**config.mk**
```make
export PLATFORM = sky130hd
export DESIGN_NAME = igc_cmp
export DESIGN_NICKNAME = d
export VERILOG_FILES = /design/src/design/igc_pkg.sv /design/src/design/igc_cmp.sv
export SDC_FILE = /design/constraint.sdc
export NUM_CORES = 1
export LEC_CHECK = 0
export CORE_ASPECT_RATIO = 2
export CORE_UTILIZATION = 49
export DETAILED_ROUTE_END_ITERATION = 8
export DONT_BUFFER_PORTS = 1
export GPL_TIMING_DRIVEN = 0
export PLACE_DENSITY = 0.74
export SETUP_SLACK_MARGIN = 0.2
export SLEW_MARGIN = 5
export SYNTH_ARGS = -nofsm -noshare
export SYNTH_HDL_FRONTEND = slang
export SYNTH_SLANG_ARGS = --single-unit
export TNS_END_PERCENT = 10
```
**constraint.sdc**
```tcl
create_clock -name vclk -period 3.3
set_clock_uncertainty 0.15 [all_clocks]
set_input_delay 0.165 -clock vclk [all_inputs]
set_output_delay 0.165 -clock vclk [all_outputs]
set_load 0.005 [all_outputs]
```
**src/design/igc_pkg.sv**
```systemverilog
package igc_pkg;

    // Table depths
    localparam int EXACT_DEPTH  = 256;
    localparam int SUBNET_DEPTH = 64;
    localparam int RANGE_DEPTH  = 64;

    // Address widths of the tables (at least one bit)
    localparam int EXACT_AW  = (EXACT_DEPTH  > 1) ? $clog2(EXACT_DEPTH)  : 1;
    localparam int SUBNET_AW = (SUBNET_DEPTH > 1) ? $clog2(SUBNET_DEPTH) : 1;
    localparam int RANGE_AW  = (RANGE_DEPTH  > 1) ? $clog2(RANGE_DEPTH)  : 1;

    // Widths able to hold a clamped entry count (0 up to depth)
    localparam int EXACT_CW  = $clog2(EXACT_DEPTH + 1);
    localparam int SUBNET_CW = $clog2(SUBNET_DEPTH + 1);
    localparam int RANGE_CW  = $clog2(RANGE_DEPTH + 1);
    localparam int SCAN_CW   = (SUBNET_CW > RANGE_CW) ? SUBNET_CW : RANGE_CW;

    // Register widths
    localparam int EXACT_COUNT_W  = 9;
    localparam int SUBNET_COUNT_W = 7;
    localparam int RANGE_COUNT_W  = 7;
    localparam int CFG_DATA_W     = 9;
    localparam int CFG_INDEX_W    = 2;

    // Register indexes
    localparam logic [CFG_INDEX_W-1:0] CFG_EXACT_COUNT  = 2'd0;
    localparam logic [CFG_INDEX_W-1:0] CFG_SUBNET_COUNT = 2'd1;
    localparam logic [CFG_INDEX_W-1:0] CFG_RANGE_COUNT  = 2'd2;

    // Field widths
    localparam int ADDR_W  = 32;
    localparam int GROUP_W = 8;
    localparam int SLOT_W  = 8;
    localparam int MODE_W  = 2;
    localparam int KIND_W  = 2;

    // Stream payload widths
    localparam int IN_DATA_W  = 80;
    localparam int OUT_DATA_W = 16;

    // RAM word widths
    localparam int EXACT_WORD_W = ADDR_W + GROUP_W;
    localparam int PAIR_WORD_W  = 2 * ADDR_W + GROUP_W;

    // Item modes
    localparam logic [MODE_W-1:0] MODE_LOOKUP = 2'd0;
    localparam logic [MODE_W-1:0] MODE_EXACT  = 2'd1;
    localparam logic [MODE_W-1:0] MODE_SUBNET = 2'd2;
    localparam logic [MODE_W-1:0] MODE_RANGE  = 2'd3;

    // Match kinds
    localparam logic [KIND_W-1:0] KIND_EXACT  = 2'd0;
    localparam logic [KIND_W-1:0] KIND_SUBNET = 2'd1;
    localparam logic [KIND_W-1:0] KIND_RANGE  = 2'd2;
    localparam logic [KIND_W-1:0] KIND_NONE   = 2'd3;

    // Compare unit operations
    typedef enum logic [1:0] {
        OP_EXACT,
        OP_SUBNET,
        OP_RANGE
    } t_cmp_op;

    typedef struct packed {
        logic eq;
        logic lt;
        logic hit;
    } t_cmp_res;

endpackage

```
**src/design/igc_cmp.sv**
```systemverilog
module igc_cmp (
    input  logic [igc_pkg::ADDR_W-1:0] i_addr,
    input  logic [igc_pkg::ADDR_W-1:0] i_a,
    input  logic [igc_pkg::ADDR_W-1:0] i_b,
    input  igc_pkg::t_cmp_op           i_op,
    output igc_pkg::t_cmp_res          o_res
);
    import igc_pkg::*;

    logic [ADDR_W-1:0] key;
    logic              eq;
    logic              lt;

    // Subnet compares against the masked address, the others the plain one
    assign key = (i_op == OP_SUBNET) ? (i_addr & i_b) : i_addr;
    assign eq  = (i_a == key);
    assign lt  = (i_a < key);

    always_comb begin
        o_res.eq = eq;
        o_res.lt = lt;
        unique case (i_op)
            OP_EXACT:  o_res.hit = eq;
            OP_SUBNET: o_res.hit = eq;
            OP_RANGE:  o_res.hit = (lt | eq) & (i_addr <= i_b);
            default:   o_res.hit = 1'b0;
        endcase
    end

endmodule

```
# Word level (Yosys, flattened, before mapping)
# Index checks and enable logic that the tools add are counted.
# totals
word_cells	12
memories	0
in_bits	98
reg_bits	0
romBits	0
ramBits	0
output_inout_bits	3
latchBits	0
# classes
reduce_logical	2
addsub	0
bitwise_logic	3
div_mod_pow	0
n_lt_le_gt_ge	2
muxes	2
n_mul	0
n_shift	0
eq_ne	3
# op_table
op	count
AND 32 bit	1
== test 32 bit	1
<= comparator 32 bit	1
less-than comparator 32 bit	1
two-way mux 32 bit	1
== test 2 x 1 -> 1 bit (second input constant)	1
== test 2 bit (second input constant)	1
zero test 2 bit	1
case mux 1 bit (2 select lines)	1
OR reduction 2 bit	1
AND 1 bit	1
OR 1 bit	1

# Depth between registers and ports, before layout
# depth
depth_word	6
depth_mapped	12
mapped_depth_nobuf	10

# Least setup slack after synthesis
# Ideal clock, no wire load.
# synth_timing
path_kind	input to output
startpoint	in i_op[0]
endpoint	out o_res[0] (netlist name)
path_buffers	2
arrival_time_ns	2.221
slack_ns	0.764
cell_stages	11
required_ns	2.985
cell_sequence	nor2b_1 clkbuf_1 buf_2 mux2i_1 ha_1 a21o_1 a21oi_1 o221ai_1 a211oi_1 o2111ai_1 a21oi_1
# synth_rtl
element	line	source
from (decl)	igc_cmp.sv:5	input igc_pkg::t_cmp_op i_op,
to (decl)	igc_cmp.sv:6	output igc_pkg::t_cmp_res o_res

==> summary.md <==
| Metric | Value |
|---|---|
| Die X | `50.3 um` |
| Starting density of the core | `51.7%` |
| # clk buffers | `0` |
| First-pass GRT wire length | `8220 um` |
| Synthesized instance count | `268` |
| Post-Place Cells | `322` |
| Die Y-Extent | `98.6 um` |
| CP Max Fanout | `10` |
| RSZ-0062 raised after global routing | `no` |
| Hold Buf Count CTS | `0` |
| Setup TNS | `0 ns` |
| Post-route ant nets | `0` |
| Total Wirelength | `5230 um` |
| Yosys top cell by area | `ha_1` |
| Max stage delay on crit path | `0.36 ns` |
| Hold depth | `2` |
| Pre-Repair DR Iteration Count | `4` |
| CP Data Arrival Time | `2.44 ns` |
| Via count | `1965` |
| HP Class | `in2out` |
| Fmax | `363 MHz` |
| PwrDens | `104 nW/um^2` |
| Crit path launch type | `input pin` |
| Final Hold Viols | `0` |
| Syn nets | `462` |
| Synth top area cells | `ha_1 (52%), mux2i_1 (14%), inv_1 (5.9%), a21oi_1 (5.5%), a21o_1 (3.6%)` |
| FF/Latch Area | `0 um^2` |
| Initial antenna violation count | `0` |
| Post-route clock period utilization | `83.4%` |
| DR WL/cell | `16.2 um` |
| Post-CTS setup buffers | `0` |
| Vias in the first global route | `2099` |
| Fin util | `53.3%` |
| Area delta synth->final | `3.12%` |
| Most frequent CP cell | `a21oi_1` |
| Max-cap violation count | `0` |
| GP Congestion | `0.810` |
| Post-Syn Area | `2290 um^2` |
| Share of layout cells above drive strength 1 | `2.99%` |
| Most frequent cells in the layout | `ha_1 (96), inv_1 (36), mux2i_1 (31), a21oi_1 (25), nand4_1 (13)` |
| Mapped Avg Cell Area | `8.54 um^2` |
| Rel. slew slack | `69.0%` |
| PortBufs | `0` |
| Worst setup EP type | `output pin` |
| Yosys cell types | `33` |
| Total power | `0.000246 W` |
| Routed vias/inst | `6.10` |
| Status | `complete, no violations` |
| Slowest CP cell | `a211oi_1` |
| Share of the synthesized area in the top cell type | `52.5%` |
| Largest net degree at the start of global routing | `11` |
| Worst path cell trace | `nor2b_1, clkbuf_2, clkbuf_4, mux2i_1, ha_1, a21o_1, a21oi_1, o221ai_1, a211oi_1, o2111ai_1, a21oi_1` |
| Overall die area | `4960 um^2` |
| # resized after CTS | `0` |
| Seq/Total Area, Yosys | `0%` |
| DR DRC count | `0` |
| VDD IR max | `0.0000479 V` |
| CP Data Required Time | `2.98 ns` |
| Seq cells | `0` |
| Worst setup path class | `in2out` |
| Grt total ovfl | `0` |
| Fin crit period | `2.75 ns` |
| Gr usage total | `20.9%` |
| Post-route insts no fill | `322` |
| Final Net Count | `464` |
| Most common cell after layout, fill and taps aside | `ha_1` |
| I/O pin count | `101` |
| Starting DRT DRC Count | `10` |
| # diodes | `0` |
| Synth Warn # | `0` |
| Final HPWL DP | `4960 um` |
| Final setup vio count | `0` |
| Final slew viol count | `0` |
| Core area | `4420 um^2` |
| Worst slew pin tran | `0.459 ns` |
| Leak | `1.30 nW` |
| # rows | `34` |
-- metrics by stage --
step	cell area [um^2]	hold slack [ns]	setup slack, ns
2_1_floorplan	2290	0.324	0.764
6_report	2360	0.354	0.548
3_3_place_gp	2360	0.346	0.288
4_1_cts	2360	0.350	0.286
5_1_grt	2360	0.357	0.326
3_5_place_dp	2360	0.350	0.302
-- per-layer routing --
metal	global-route usage, %	share of wire [%]	vias up
met3	2.93	6.7	8
met2	47.9	61	77
met5	0	0	-
met1	16.3	30	897
met4	4.06	2.0	0
li1	-	-	983
-- cell families (layout without fill, tap and decap cells) --
family	Yosys count	after routing	synth area share, %
fa+ha+maj	96	96	52.5
compound gates	54	54	15.0
simple gates	45	45	11.5
buf+inv	42	42	7.38
mux	31	31	13.6
-- Yosys cell counts (3+ instances only) --
master,instances
inv_1,36
mux2i_1,31
nand4_1,13
buf_2,3
ha_1,96
a21o_1,11
nor2b_1,3
nand3_1,8
nand2_1,9
a21oi_1,25
o211ai_1,3
-- area by class of cell --
cell class | count | area, um^2
plain buffers | 6 | 37.5
fillers | 439 | 2060
inverters | 36 | 135
multi-input cells | 226 | 2120
well taps | 54 | 67.6
-- power by group --
group / internal, W / switching, W / leakage [nW]
combinational: 0.000118 / 0.000128 / 1.30
clock: 0 / 0 / 0
sequential: 0 / 0 / 0
total: 0.000118 / 0.000128 / 1.30
-- worst max-delay path, delay by kind of cell --
kind | cells | cell delay [ns]
compound gates | 6 | 1.15
mux | 1 | 0.26
fa+ha+maj | 1 | 0.28
buf+inv | 2 | 0.47
simple gates | 1 | 0.10
-- worst paths after layout --
check                   start  endpoint
worst max-delay path  i_op[0]  o_res[0]
worst min-delay path  i_op[1]  o_res[0]
(Power assumes the default switching activity.)
